===== config.mk =====
export PLATFORM = sky130hd
export DESIGN_NAME = rqpa_div
export DESIGN_NICKNAME = d
export VERILOG_FILES = /design/src/rtl/rqpa_pkg.sv /design/src/rtl/rqpa_div.sv
export SDC_FILE = /design/constraint.sdc
export NUM_CORES = 1
export LEC_CHECK = 0
export BUFFER_PORTS_ARGS = -buffer_cell sky130_fd_sc_hd__buf_2
export CELL_PAD_IN_SITES_DETAIL_PLACEMENT = 0
export CELL_PAD_IN_SITES_GLOBAL_PLACEMENT = 2
export CORE_MARGIN = 3
export CORE_UTILIZATION = 35
export DETAILED_ROUTE_END_ITERATION = 10
export HOLD_SLACK_MARGIN = 0.15
export PLACE_DENSITY_LB_ADDON = 0.05
export SYNTH_ARGS = -nofsm -noshare
export SYNTH_HDL_FRONTEND = slang
export SYNTH_SLANG_ARGS = --single-unit

===== constraint.sdc =====
create_clock -name clk -period 2.7 [get_ports clk]
set_input_delay 0.405 -clock clk [delete_from_list [all_inputs] [get_ports clk]]
set_output_delay 0.405 -clock clk [all_outputs]
set_load 0.03 [all_outputs]

===== src/rtl/rqpa_pkg.sv =====
// shared constants, types and helpers for the ring queue pop average block
package rqpa_pkg;

  localparam int DEPTH     = 1024;
  localparam int WORD_BITS = 32;
  localparam int ADDR_W    = $clog2(DEPTH);
  localparam int CNT_W     = $clog2(DEPTH + 1);
  localparam int CAP_W     = 11;
  localparam int POP_W     = 12;
  localparam int STAT_W    = 3;
  localparam int SUM_W     = WORD_BITS + POP_W;
  localparam int CMP_W     = 18;

  localparam logic [CAP_W-1:0] CAP_RESET = CAP_W'(1024);

  localparam logic MODE_PUSH = 1'b0;
  localparam logic MODE_POP  = 1'b1;

  localparam logic [STAT_W-1:0] ST_PUSHED  = 3'd0;
  localparam logic [STAT_W-1:0] ST_OVERFLOW = 3'd1;
  localparam logic [STAT_W-1:0] ST_FULL_AVG = 3'd2;
  localparam logic [STAT_W-1:0] ST_PART_AVG = 3'd3;
  localparam logic [STAT_W-1:0] ST_EMPTY    = 3'd4;

  typedef enum logic [1:0] {
    S_IDLE,
    S_POP,
    S_DRAIN,
    S_DIV
  } state_t;

  typedef struct packed {
    logic                    start;
    logic signed [SUM_W-1:0] dividend;
    logic [POP_W-1:0]        divisor;
  } div_req_t;

  function automatic logic [CAP_W-1:0] eff_cap(input logic [CAP_W-1:0] cap);
    logic [CAP_W-1:0] c;
    c = cap;
    if (c == '0) c = CAP_W'(1);
    if (CMP_W'(c) > CMP_W'(DEPTH)) c = CAP_W'(DEPTH);
    return c;
  endfunction

  function automatic logic [ADDR_W-1:0] advance(input logic [ADDR_W-1:0] idx,
                                                input logic [CAP_W-1:0]  cap);
    logic [ADDR_W:0] n;
    n = {1'b0, idx} + (ADDR_W+1)'(1);
    if (CMP_W'(n) >= CMP_W'(cap) || CMP_W'(n) >= CMP_W'(DEPTH)) n = '0;
    return n[ADDR_W-1:0];
  endfunction

endpackage


===== src/rtl/rqpa_div.sv =====
// bit serial signed by unsigned divider, quotient truncated toward zero
module rqpa_div (
  input  logic                            clk,
  input  logic                            rst_n,
  input  rqpa_pkg::div_req_t              req,
  output logic                            done,
  output logic [rqpa_pkg::WORD_BITS-1:0]  quotient
);
  import rqpa_pkg::*;

  localparam int CNT_BITS = $clog2(SUM_W + 1);

  logic                busy_r, busy_nxt;
  logic                done_r, done_nxt;
  logic [CNT_BITS-1:0] cnt_r, cnt_nxt;
  logic                neg_r, neg_nxt;
  logic [POP_W-1:0]    rem_r, rem_nxt;
  logic [POP_W-1:0]    dvs_r, dvs_nxt;
  logic [SUM_W-1:0]    quo_r, quo_nxt;
  logic [POP_W:0]      rem_sh;
  logic                ge;
  logic [SUM_W-1:0]    quo_signed;

  always_comb begin
    rem_sh   = {rem_r, quo_r[SUM_W-1]};
    ge       = rem_sh >= {1'b0, dvs_r};
    busy_nxt = busy_r;
    done_nxt = 1'b0;
    cnt_nxt  = cnt_r;
    neg_nxt  = neg_r;
    rem_nxt  = rem_r;
    dvs_nxt  = dvs_r;
    quo_nxt  = quo_r;
    if (req.start) begin
      busy_nxt = 1'b1;
      cnt_nxt  = CNT_BITS'(SUM_W);
      neg_nxt  = req.dividend[SUM_W-1];
      rem_nxt  = '0;
      dvs_nxt  = req.divisor;
      quo_nxt  = req.dividend[SUM_W-1] ? SUM_W'(-req.dividend) : SUM_W'(req.dividend);
    end else if (busy_r) begin
      rem_nxt = ge ? POP_W'(rem_sh - {1'b0, dvs_r}) : POP_W'(rem_sh);
      quo_nxt = {quo_r[SUM_W-2:0], ge};
      cnt_nxt = cnt_r - CNT_BITS'(1);
      if (cnt_r == CNT_BITS'(1)) begin
        busy_nxt = 1'b0;
        done_nxt = 1'b1;
      end
    end
  end

  always_ff @(posedge clk) begin
    if (!rst_n) begin
      busy_r <= 1'b0;
      done_r <= 1'b0;
    end else begin
      busy_r <= busy_nxt;
      done_r <= done_nxt;
    end
    cnt_r <= cnt_nxt;
    neg_r <= neg_nxt;
    rem_r <= rem_nxt;
    dvs_r <= dvs_nxt;
    quo_r <= quo_nxt;
  end

  assign quo_signed = neg_r ? (~quo_r + SUM_W'(1)) : quo_r;
  assign quotient   = quo_signed[WORD_BITS-1:0];
  assign done       = done_r;

endmodule


# Word-level counts from Yosys, hierarchy flattened
# Index checks and enable logic that the tools add are counted.
[classes]
n_addsub = 4
order_cmp = 1
eq_ne = 1
muxes = 9
bitwise = 3
n_reduce_logical = 2
[op_table]
columns = ["op", "count"]
rows = [
  ["44-bit two-way mux", 3],
  ["44-bit negation", 1],
  ["32-bit by 1-bit adder with 32-bit output, second input constant", 1],
  ["32-bit two-way mux", 1],
  ["32-bit NOT", 1],
  ["13-bit by 12-bit >= comparator with 1-bit output", 1],
  ["12-bit two-way mux", 1],
  ["12-bit subtractor", 1],
  ["6-bit by 1-bit equality test with 1-bit output, second input constant", 1],
  ["6-bit by 1-bit subtractor with 6-bit output, second input constant", 1],
  ["1-bit two-way mux", 4],
  ["3-bit OR reduction", 1],
  ["1-bit NOT", 2],
  ["2-bit nonzero test", 1],
]
[totals]
reg_bits = 77
output_inout_bits = 33
word_cells = 27

# Depth between registers and ports, before layout
# Gate-level depths: netlist (run 1).
[depth]
depth_word = 4
mapped_depth = 10
depth_no_buf = 9

# Least setup slack after synthesis (run 1)
# OpenSTA, ideal clock, no wires.
[synth_path]
path_kind = "register -> output"
startpoint = "register quo_r[17]"
endpoint = "output port quotient[28] in the netlist's numbering"
t_arrival_ns = 2.250
t_required_ns = 2.295
slack_ns = 0.045
stages_incl_launch_ff = 7
n_path_buf = 0
cell_sequence = "edfxtp_1 or4_4 nor4_4 nand4_1 or3_1 o41ai_2 xnor2_1"
[synth_between]
elab_chain_cells = 3
[synth_lines]
columns = ["item", "line_no", "text"]
rows = [
  ["from (decl)", "rqpa_div.sv:19", "logic [SUM_W-1:0] quo_r, quo_nxt;"],
  ["from (signal assigned)", "rqpa_div.sv:64", "quo_r <= quo_nxt;"],
  ["32-bit NOT", "rqpa_div.sv:67", "assign quo_signed = neg_r ? (~quo_r + SUM_W'(1)) : quo_r;"],
  ["32-bit by 1-bit adder with 32-bit output", "rqpa_div.sv:67", ""],
  ["32-bit two-way mux", "rqpa_div.sv:67", ""],
  ["to (decl)", "rqpa_div.sv:7", "output logic [rqpa_pkg::WORD_BITS-1:0] quotient"],
]
# Every way passes these cells.

# Worst setup path after layout (run 1)
[layout_path]
startpoint = "register quo_r[4]"
endpoint = "output port quotient[28] in the netlist's numbering"
# Same word-level chain as after synthesis.

==> impl_results.md, run 1 <==
- Final setup margin: -404.5 ps
- Total of max-cap violations: 0
- Total length of routed wires: 14,030 um
- Post-layout power: 4064 uW
- Horizontal die dimension: 129.2 um
- Classification of the worst setup path: register to primary output
- Number of setup violations in the final report: 20
- Slowest stage cell on the critical path: or3_4
- Flop-to-flop setup slack: 170 ps
- Endpoint of the worst-slack reg-to-reg timing path: rem_r[10]$_SDFFE_PP0P_
- Pleak: 0.002782 uW
- Hold Vio Cnt, Final: 0
- Worst-skew pair later-pin latency: 350 ps
- Initial antenna violation count: 1
- Cell family with most CP delay: simple AND/OR/NAND/NOR gates
- Period Utilization, post-route: 1.150
- Ratio of cells with drive above 1 in the final layout: 0.2899
- Global route overflow: 0
- Setup skew after layout: 8.060 ps
- DRC errors left: 0
- Post-layout min period: 3105 ps
- Die ar.: 16,690 um2
- Overall die height: 129.2 um
- Status: finished, violations left
- Synth area leaders: edfxtp_1 32%, dfxtp_1 7.5%, xor2_1 6.6%, xnor2_1 6.4%, a21oi_1 5.2%
- Asr flop ratio synth: 0
- Synthesis warning total: 0
- Kind of end point of the critical path: primary output
- Antenna-violating nets left: 0
- Vias post-DR: 4,658
- Setup tns final: -4614 ps
- Via count of the first global-routing pass: 4,406
- Reg2reg start: dvs_r[0]$_DFFE_PP_
- Cells along the critical path: or3_4, nor3b_4, nand4_1, or3_4, o41ai_4, xnor2_1, buf_4
- Vias per cell: 5.181
- Proportion of synthesized chip area in sequential cells: 0.3976
- Root Buffer Master: clkbuf_16
- Count of flip-flops with a built-in enable after synthesis: 57
- Slowest Stage Delay on Critical Path: 430 ps
- Total routing usage reported by global routing: 0.1683
- Unique masters post-synth: 59
- Max Root-Sink Buffers: 2
- IO Pins: 92
- Most repeated library cell on the critical path: or3_4
- Worst endpoint required time: 2300 ps
- First-pass GRT wire length: 22,480 um
- Level count of the clock H-tree: 3
- Netlist area before placement: 5313 um2
- Count of buffer and inverter cells on the critical path: 1
- Number of cells in the design after placement: 876
- Power per cell area: 582.9 nW/um2
- Core outline area: 14,700 um2
- Placer Congestion: 0.8026
- Fin. max-slew vios: 0
- Net count of the mapped netlist: 656
- Number of hold buffers added after cts: 0
- Top-area cell type share of the netlist area: 0.3222
- Final cell count without fillers: 899
- Library cell with the largest summed area after synthesis: edfxtp_1
- Number of cells on the worst reg-to-reg path: 8
- Area Growth Syn to Fin: 31.23%
- Total CTS buffers: 9
- Effective utilization at floorplan: 0.3614
- Timing-limited maximum frequency: 0.3221 GHz
- CTS sink count: 77
- Worst max-slew margin expressed relative to the limit: 0.5040
- Worst Hold Depth: 1
- Critical path fanouts, max: 3
- Critical path arrival: 2700 ps
- Per-instance average area after synthesis: 9.160 um2
- Commonest non-fill, non-tap cell in the layout: buf_4
- Min-delay worst type: input pin to register
- Maximum number of pins on one net before global-route repair: 61
- Clock transition at path regs: 70 ps
- TritonRoute pass-1 iters: 5
- Number of rows created at floorplan: 44
- Most used DFF post-synth: edfxtp_1
- CTS tree: built
- Crit path launch type: register
- Post-synthesis cell count: 580
- Slew at the pin closest to its max-slew limit: 744.0 ps
- Hold path start: req[5]
- Number of input and output port buffers inserted: 91
- Nets@finish: 785
- RSZ-0062 raised after global routing: yes
- Routed wirelength normalized by instance count: 15.61 um
- Worst IR drop on VDD: 0.4152 mV
- Most frequent cells in the layout: 71 x buf_4, 68 x nor2_1, 66 x buf_2
- Violations in the final reports: negative setup slack
- Post-detail-place hpwl: 10,410 um
- Initial detailed-routing violation count: 235
- Synth Register Bits: 77
- Endpoint with the worst hold slack: dvs_r[5]$_DFFE_PP_
metrics by stage:
| stage | setup WS (ps) | hold WS (ps) | utilization | cell area (um2) |
|---|---|---|---|---|
| 2_1_floorplan | 44.78 | 463.8 | - | 5313 |
| 3_3_place_gp | -50.10 | 481.7 | 0.4272 | 6280 |
| 3_5_place_dp | -93.96 | 485.4 | 0.4272 | 6280 |
| 4_1_cts | -428.5 | 211.8 | 0.4646 | 6829 |
| 5_1_grt | -523.1 | 216.9 | 0.4743 | 6972 |
| 6_report | -404.5 | 230.2 | 0.4743 | 6972 |
Yosys cell counts, drive strengths merged, types with 2 or more instances:
cell type,number
nor4b,2
clkbuf,23
nand4b,4
o21ai,27
or3,18
dfxtp,20
nand2b,9
nor2b,4
xnor2,39
or2,3
o31ai,25
a311oi,8
nor3b,3
nand4,2
inv,28
o21a,2
nand2,46
edfxtp,57
nor2,68
nor4,5
a211oi,4
nand3,12
a21oi,55
nor3,10
o41ai,16
o21bai,3
ha,16
xor2,40
nand3b,3
a2111oi,2
a21boi,2
or4,5
buf,4
mux2i,3
cell type report:
type	instances	area, um2
antenna	1	2.502
clock buffer	10	250.2
clock inverter	6	73.82
fill	1403	7727
inverter	28	105.1
multi-input combinational	448	3231
sequential	77	2112
tap	184	230.2
timing repair buffer	145	967.2
flip-flops by register name, summed over array words and instances, names as in the netlist:
| signal | cells |
|---|---|
| rem_r | 12 |
| quo_r | 44 |
| dvs_r | 12 |
| done | 1 |
| busy_r | 1 |
| neg_r | 1 |
| cnt_r | 6 |
layer usage:
layer | share of wire | vias up | GRT usage
met3 | 0.050 | 15 | 0.03545
met1 | 0.50 | 2156 | 0.2449
li1 | - | 2383 | -
met4 | 0.012 | 0 | 0.05374
met2 | 0.43 | 104 | 0.2500
met5 | 0 | - | 0
worst register-to-register path, stage by stage (launching register included):
cell	delay (ps)
edfxtp_1	390
ha_1	260
fa_1	420
nor2b_1	180
o21bai_1	110
a21o_1	230
a2111oi_0	430
o31ai_1	150
a311oi_1	260
where the power goes:
| part | internal, uW | leakage, uW | switching [uW] |
|---|---|---|---|
| Sequential | 1410 | 0.000723 | 99.0 |
| Combinational | 514 | 0.00190 | 717 |
| Clock | 788 | 0.000161 | 533 |
worst max-delay path by stage:
stage	start	endpoint	depth (start not counted)	slack, ps
after floorplan	quo_r[17]$_DFFE_PP_	quotient[28]	6	40
final	quo_r[4]$_DFFE_PP_	quotient[28]	7	-400
after CTS	quo_r[9]$_DFFE_PP_	quotient[28]	7	-430
after detailed placement	quo_r[9]$_DFFE_PP_	quotient[28]	7	-90
after global placement	quo_r[9]$_DFFE_PP_	quotient[28]	7	-50
after global routing	quo_r[9]$_DFFE_PP_	quotient[20]	8	-520
repair_timing:
item | in CTS | in global routing
gates resized for setup | 51 | 26
buffers inserted | 3 | 5
pin swaps | 10 | 14
gates cloned | 0 | 0
setup endpoints to repair | 23 | 25
cell families (layout without fill, tap and decap cells):
kind of cell | count (synthesis) | after routing | share of synthesized area
AND/OR/NAND/NOR | 197 | 197 | 0.1964
AO/OA/AOI/OAI | 151 | 151 | 0.1868
XOR/XNOR | 79 | 79 | 0.1302
flip-flops | 77 | 77 | 0.3975
buffers and inverters | 55 | 189 | 0.03980
adder cells (fa/ha/maj) | 17 | 17 | 0.04145
multiplexers | 4 | 4 | 0.007772
other | 0 | 1 | 0
(Power assumes the default switching activity.)
==> run 2, diff against run 1 <==
MAX_ROUTING_LAYER = met4   (was default)
==> impl_results.md, run 2 (synthesized netlist as in run 1, its figures left out) <==
- Setup tns final: -4539 ps (+75.73 ps)
- Worst endpoint required time: 2300 ps (about the same)
- Fill cell instance count of the final layout: 1,403 (unchanged)
- Post-layout instance area: 6972 um2 (unchanged)
- Min-delay worst type: input pin to register
- IO Pins: 92 (unchanged)
- Timing-limited maximum frequency: 0.3222 GHz (about the same)
- Internal power consumption: 2715 uW (about the same)
- Kind of end point of the critical path: primary output
- Period Utilization, post-route: 1.149 (about the same)
- Critical path fanouts, max: 4 (+1)
- Worst hold margin: 229.0 ps (-1.220 ps)
- Vias post-DR: 4,654 (-0.086%)
- Worst IR drop on VDD: 0.4163 mV (+0.26%)
- Post-layout min period: 3103 ps (-1.289 ps)
- Overall die height: 129.2 um (unchanged)
- Violations in the final reports: negative setup slack
- Power share of the clock group: 0.326 (about the same)
- Core outline area: 14,700 um2 (unchanged)
- Total CTS buffers: 9 (unchanged)
- RSZ-0062 raised after global routing: yes
- Combinational share of power: 0.302 (about the same)
- Crit path launch type: register
- Number of hold buffers added after cts: 0 (unchanged)
- Horizontal die dimension: 129.2 um (unchanged)
- Number of cells on the worst reg-to-reg path: 8 (unchanged)
- First-pass GRT wire length: 22,490 um (about the same)
- CTS tree: built
- Maximum number of pins on one net before global-route repair: 61 (unchanged)
- Critical Path Source: quo_r[9]$_DFFE_PP_
- Number of input and output port buffers inserted: 91 (unchanged)
- Slowest stage cell on the critical path: or4_4
- Worst max-slew margin expressed relative to the limit: 0.5136 (+0.009641)
- Setup skew after layout: 8.212 ps (+0.1527 ps)
- Largest registers: quo_r (44), dvs_r (12), rem_r (12)
- Nets@finish: 785 (unchanged)
- Final cell utilization of the core: 0.4743 (unchanged)
- Clock transition at path regs: 70 ps (about the same)
- DRC errors left: 0 (unchanged)
- Sw Share: 0.3320 (about the same)
- Power per cell area: 583.0 nW/um2 (about the same)
- Total length of routed wires: 13,990 um (-0.31%)
- Total of max-cap violations: 0 (unchanged)
- Worst setup path endpoint: quotient[28]
- Flop-to-flop setup slack: 170 ps (about the same)
- Post-detail-place hpwl: 10,410 um (unchanged)
- Status: finished, violations left
- Global route overflow: 0 (unchanged)
- Via count of the first global-routing pass: 4,407 (+0.023%)
- Initial detailed-routing violation count: 240 (+2.1%)
- Ratio of cells with drive above 1 in the final layout: 0.2899 (unchanged)
- Max Root-Sink Buffers: 2 (unchanged)
- Level count of the clock H-tree: 3 (unchanged)
- CTS sink count: 77 (unchanged)
- Initial antenna violation count: 1 (unchanged)
- Number of cells in the design after placement: 876 (unchanged)
- Number of setup violations in the final report: 20 (unchanged)
- Hold Vio Cnt, Final: 0 (unchanged)
- Die ar.: 16,690 um2 (unchanged)
- Effective utilization at floorplan: 0.3614 (unchanged)
- Cells along the critical path: or4_4, nor3_4, nand4_1, or3_4, o41ai_4, xnor2_1, buf_4
- Placement-stage cell area: 6280 um2 (unchanged)
- Final cell count without fillers: 899 (unchanged)
- Slowest Stage Delay on Critical Path: 570 ps (+140 ps)
- Part of the power in registers: 0.372 (about the same)
- Slew at the pin closest to its max-slew limit: 729.5 ps (-14.46 ps)
- Final setup margin: -403.3 ps (+1.289 ps)
- Pleak: 0.002782 uW (unchanged)
- Fin. max-slew vios: 0 (unchanged)
- Root Buffer Master: clkbuf_16
- Flip-flop count of the largest register after layout: 44 (unchanged)
- Routed wirelength normalized by instance count: 15.56 um (-0.31%)
- Vias per cell: 5.177 (about the same)
- Worst-skew pair later-pin latency: 350 ps (about the same)
- Antenna-violating nets left: 0 (unchanged)
- TritonRoute pass-1 iters: 4 (-1)
- Placer Congestion: 0.8142 (+1.4%)
- Most frequent cells in the layout: 71 x buf_4, 68 x nor2_1, 66 x buf_2
- Number of rows created at floorplan: 44 (unchanged)
- Commonest non-fill, non-tap cell in the layout: buf_4
- Register name with the most flops: quo_r
- Reg2reg start: dvs_r[0]$_DFFE_PP_
- Endpoint of the worst-slack reg-to-reg timing path: rem_r[10]$_SDFFE_PP0P_
- Reported net switching power: 1349 uW (about the same)
- Total routing usage reported by global routing: 0.1735 (+0.005195)
- Area Growth Syn to Fin: 31.23% (unchanged)
- Classification of the worst setup path: register to primary output
- Critical path arrival: 2700 ps (about the same)
-- run 2: cell counts in the layout (fill, tap and decap cells not counted) --
Identical to the previous run, type by type.
-- run 2: worst min-delay path by stage --
stage                                from                    end  slack (ps)  cells past startpoint
CTS                                req[5]     dvs_r[5]$_DFFE_PP_         210                      1
finish                             req[5]     dvs_r[5]$_DFFE_PP_         230                      1
global placement    cnt_r[1]$_SDFFE_PP0P_  cnt_r[1]$_SDFFE_PP0P_         480                      2
floorplan           rem_r[1]$_SDFFE_PP0P_  rem_r[1]$_SDFFE_PP0P_         460                      2
detailed placement  cnt_r[0]$_SDFFE_PP0P_  cnt_r[0]$_SDFFE_PP0P_         490                      2
global route                       req[1]     dvs_r[1]$_DFFE_PP_         220                      1
-- run 2: critical path: cells and delay by family (launching register included) --
family / cells / cell delay, ps
DFF: 1 / 390
buffers and inverters: 1 / 180
and+or+nand+nor: 4 / 1410
xor gates and xnor gates: 1 / 150
AOI/OAI and AO/OA: 1 / 230
-- run 2: per-stage QoR --
step / setup slack (ps) / total power [uW]
6_report: -403.3 / 4064
4_1_cts: -428.5 / 4077
3_5_place_dp: -93.96 / 2663
5_1_grt: -523.1 / 4285
2_1_floorplan: 44.78 / 2262
3_3_place_gp: -50.10 / 2656
-- run 2: final cells by class --
| cell class | count | area (um2) | area share |
|---|---|---|---|
| diodes | 1 | 2.502 | 0.0003589 |
| clock buffers | 10 | 250.2 | 0.03589 |
| clock inverters | 6 | 73.82 | 0.01059 |
| inverters | 28 | 105.1 | 0.01508 |
| multi-input cells | 448 | 3231 | 0.4634 |
| flip-flops and latches | 77 | 2112 | 0.3029 |
| well taps | 184 | 230.2 | 0.03302 |
| repair buffers | 145 | 967.2 | 0.1387 |
-- run 2: power by group through the flow --
stage          clock network, uW  logic (uW)  registers (uW)
5_1_grt                     1410        1350            1530
6_report                    1320        1230            1510
3_3_place_gp                   0        1130            1530
4_1_cts                     1360        1210            1510
2_1_floorplan                  0         741            1520
3_5_place_dp                   0        1140            1530
-- run 2: metal layers --
layer  track usage  share of wire  wire, um  vias to the layer above
met5             -              0         0                        -
met4       0.05374          0.013       176                        0
met3       0.03421          0.050       703                       15
met2        0.2503           0.44      6128                      101
met1        0.2456           0.50      6982                     2157
li1              -              -         -                     2381
-- run 2: what timing repair did --
item,in CTS,in global routing
setup buffers,3,5
pin swaps,10,14
resized for setup,51,26
endpoints found under the setup margin,23,25
==> run 3, diff against run 2 <==
CELL_PAD_IN_SITES_DETAIL_PLACEMENT = 1   (was 0)
CELL_PAD_IN_SITES_GLOBAL_PLACEMENT = 1   (was 2)
CORE_UTILIZATION = 40   (was 35)
MAX_ROUTING_LAYER = default   (was met4)
==> impl_results.md, run 3 (synthesized netlist as in run 1, its figures left out) <==
- TritonRoute pass-1 iters: 4 (unchanged)
- DRC errors left: 0 (unchanged)
- Number of diodes: 0 (-1)
- CTS tree: built
- Crit path launch type: register
- RSZ-0062 raised after global routing: yes
- Global route overflow: 0 (unchanged)
- Number of input and output port buffers inserted: 91 (unchanged)
- Ratio of cells with drive above 1 in the final layout: 0.2965 (+0.006588)
- Number of setup violations in the final report: 23 (+15%)
- Overall die height: 121.2 um (-6.2%)
- Level count of the clock H-tree: 3 (unchanged)
- Vias post-DR: 4,826 (+3.7%)
- IO Pins: 92 (unchanged)
- Pleak: 0.002748 uW (-1.2%)
- Setup skew after layout: 8.202 ps (-0.01022 ps)
- Count of buffer and inverter cells on the critical path: 1 (unchanged)
- Status: finished, violations left
- Nets@finish: 786 (+0.13%)
- Routed wirelength normalized by instance count: 17.34 um (+11%)
- Area Growth Syn to Fin: 29.53%
- Placer Congestion: 0.8379 (+2.9%)
- Effective utilization at floorplan: 0.4142 (+0.05282)
- Via count of the first global-routing pass: 4,913 (+11%)
- Total CTS buffers: 9 (unchanged)
- Total length of routed wires: 15,380 um (+10%)
- Period Utilization, post-route: 1.178 (+0.02824)
- Number of hold buffers added after cts: 0 (unchanged)
- Worst endpoint required time: 2300 ps (about the same)
- Power share of the clock group: 0.290 (-0.036)
- Root Buffer Master: clkbuf_16
- Slew at the pin closest to its max-slew limit: 774.6 ps (+45.10 ps)
- Clock transition at path regs: 70 ps (about the same)
- Post-layout instance area: 6882 um2 (-1.3%)
- Worst-skew pair later-pin latency: 340 ps (about the same)
- Classification of the worst setup path: register to primary output
- Critical path fanouts, max: 5 (+1)
- Post-detail-place hpwl: 11,280 um (+8.3%)
- Cells along the critical path: or4_4, nor3_4, nand4_1, or3_4, o41ai_4, xnor2_1, buf_4
- Maximum number of pins on one net before global-route repair: 45 (-26%)
- Power per cell area: 565.4 nW/um2 (-3.0%)
- Reported net switching power: 1340 uW (-0.72%)
- Number of rows created at floorplan: 41 (-6.8%)
- Largest registers: quo_r (44), dvs_r (12), rem_r (12)
- Part of the power in registers: 0.388 (+0.016)
- Min-delay worst type: input pin to register
- Total routing usage reported by global routing: 0.2115 (+0.03796)
- Sw Share: 0.3444 (+0.01236)
- Register name with the most flops: quo_r
- Initial antenna violation count: 0 (-1)
- Placement-stage cell area: 6252 um2 (-0.44%)
- Hold Vio Cnt, Final: 0 (unchanged)
- Fin. max-slew vios: 0 (unchanged)
- CTS sink count: 77 (unchanged)
- Worst max-slew margin expressed relative to the limit: 0.4836 (-0.03006)
- Combinational share of power: 0.322 (+0.020)
- Antenna-violating nets left: 0 (unchanged)
- Worst IR drop on VDD: 0.2878 mV (-31%)
- Critical path arrival: 2770 ps (+70 ps)
- Die ar.: 14,700 um2 (-12%)
- Flip-flop count of the largest register after layout: 44 (unchanged)
- Final setup margin: -479.5 ps (-76.25 ps)
- Slowest stage cell on the critical path: or4_4
- Total of max-cap violations: 0 (unchanged)
- Timing-limited maximum frequency: 0.3145 GHz (-2.4%)
- Violations in the final reports: negative setup slack
- Vias per cell: 5.441 (+5.1%)
- Kind of end point of the critical path: primary output
- Initial detailed-routing violation count: 231 (-3.8%)
- Max Root-Sink Buffers: 2 (unchanged)
- Internal power consumption: 2551 uW (-6.0%)
- Horizontal die dimension: 121.2 um (-6.2%)
- First-pass GRT wire length: 25,030 um (+11%)
- Post-layout min period: 3179 ps (+76.25 ps)
- Commonest non-fill, non-tap cell in the layout: buf_4
- Most frequent cells in the layout: 74 x buf_4, 68 x nor2_1, 67 x buf_2
- Setup tns final: -6577 ps (-2039 ps)
- Core outline area: 12,820 um2 (-13%)
- Cell family with most CP delay: simple AND/OR/NAND/NOR gates
- Slowest Stage Delay on Critical Path: 580 ps (about the same)
## run 3: repair_timing
| item | 4_1_cts | 5_1_grt |
|---|---|---|
| gates resized for setup | 59 | 19 |
| setup buffers | 5 | 4 |
| setup endpoints to repair | 23 | 28 |
| pin swaps | 10 | 9 |
## run 3: final cells by class
cell class | count | area, um2
clock buffer | 9 | 225.2
clock inverter | 7 | 48.80
timing repair buffer | 146 | 955.9
sequential | 77 | 2112
multi-input combinational | 448 | 3219
tap | 172 | 215.2
fill | 1498 | 5943
inverter | 28 | 105.1
## run 3: worst paths after layout
check,endpoint,start,cells after the start,slack (ps)
setup / recovery,quotient[28],quo_r[9]$_DFFE_PP_,7,-480
hold / removal,dvs_r[10]$_DFFE_PP_,req[10],1,230
setup reg to reg,rem_r[10]$_SDFFE_PP0P_,dvs_r[0]$_DFFE_PP_,8,150
hold reg to reg,rem_r[3]$_SDFFE_PP0P_,rem_r[2]$_SDFFE_PP0P_,2,500
## run 3: stage by stage
stage	hold WS, ps	instances	setup slack, ps	power [uW]	util
6_report	234.7	887	-479.5	3891	0.5366
4_1_cts	223.0	884	-440.7	3902	0.5295
5_1_grt	219.4	887	-579.7	4106	0.5366
3_5_place_dp	496.3	864	-94.81	2683	0.4875
3_3_place_gp	479.7	864	-57.18	2644	0.4875
2_1_floorplan	463.8	580	44.78	2262	-
## run 3: metal layers
metal / part of all wire / track usage / wire (um) / up-vias
met1: 0.48 / 0.2972 / 7357 / 2364
li1: - / - / - / 2379
met4: 0.0086 / 0.05462 / 133 / 0
met5: 0 / 0 / 0 / -
met3: 0.033 / 0.02751 / 508 / 8
met2: 0.48 / 0.3456 / 7384 / 75
## run 3: power by group through the flow
stage	logic [uW]	registers, uW	clock network (uW)
final	1250	1510	1130
after global placement	1130	1520	0
after detailed placement	1160	1520	0
after CTS	1240	1510	1160
after global routing	1370	1520	1210
after floorplan	741	1520	0
## run 3: worst register-to-register path, cell delays in order, from the launching register on
cell and delay (ps):
edfxtp_1 380, ha_1 260, fa_1 440, nor2b_2 170, o21bai_1 110, a21o_1 230, a2111oi_1 450, o31ai_1 160
a311oi_1 270
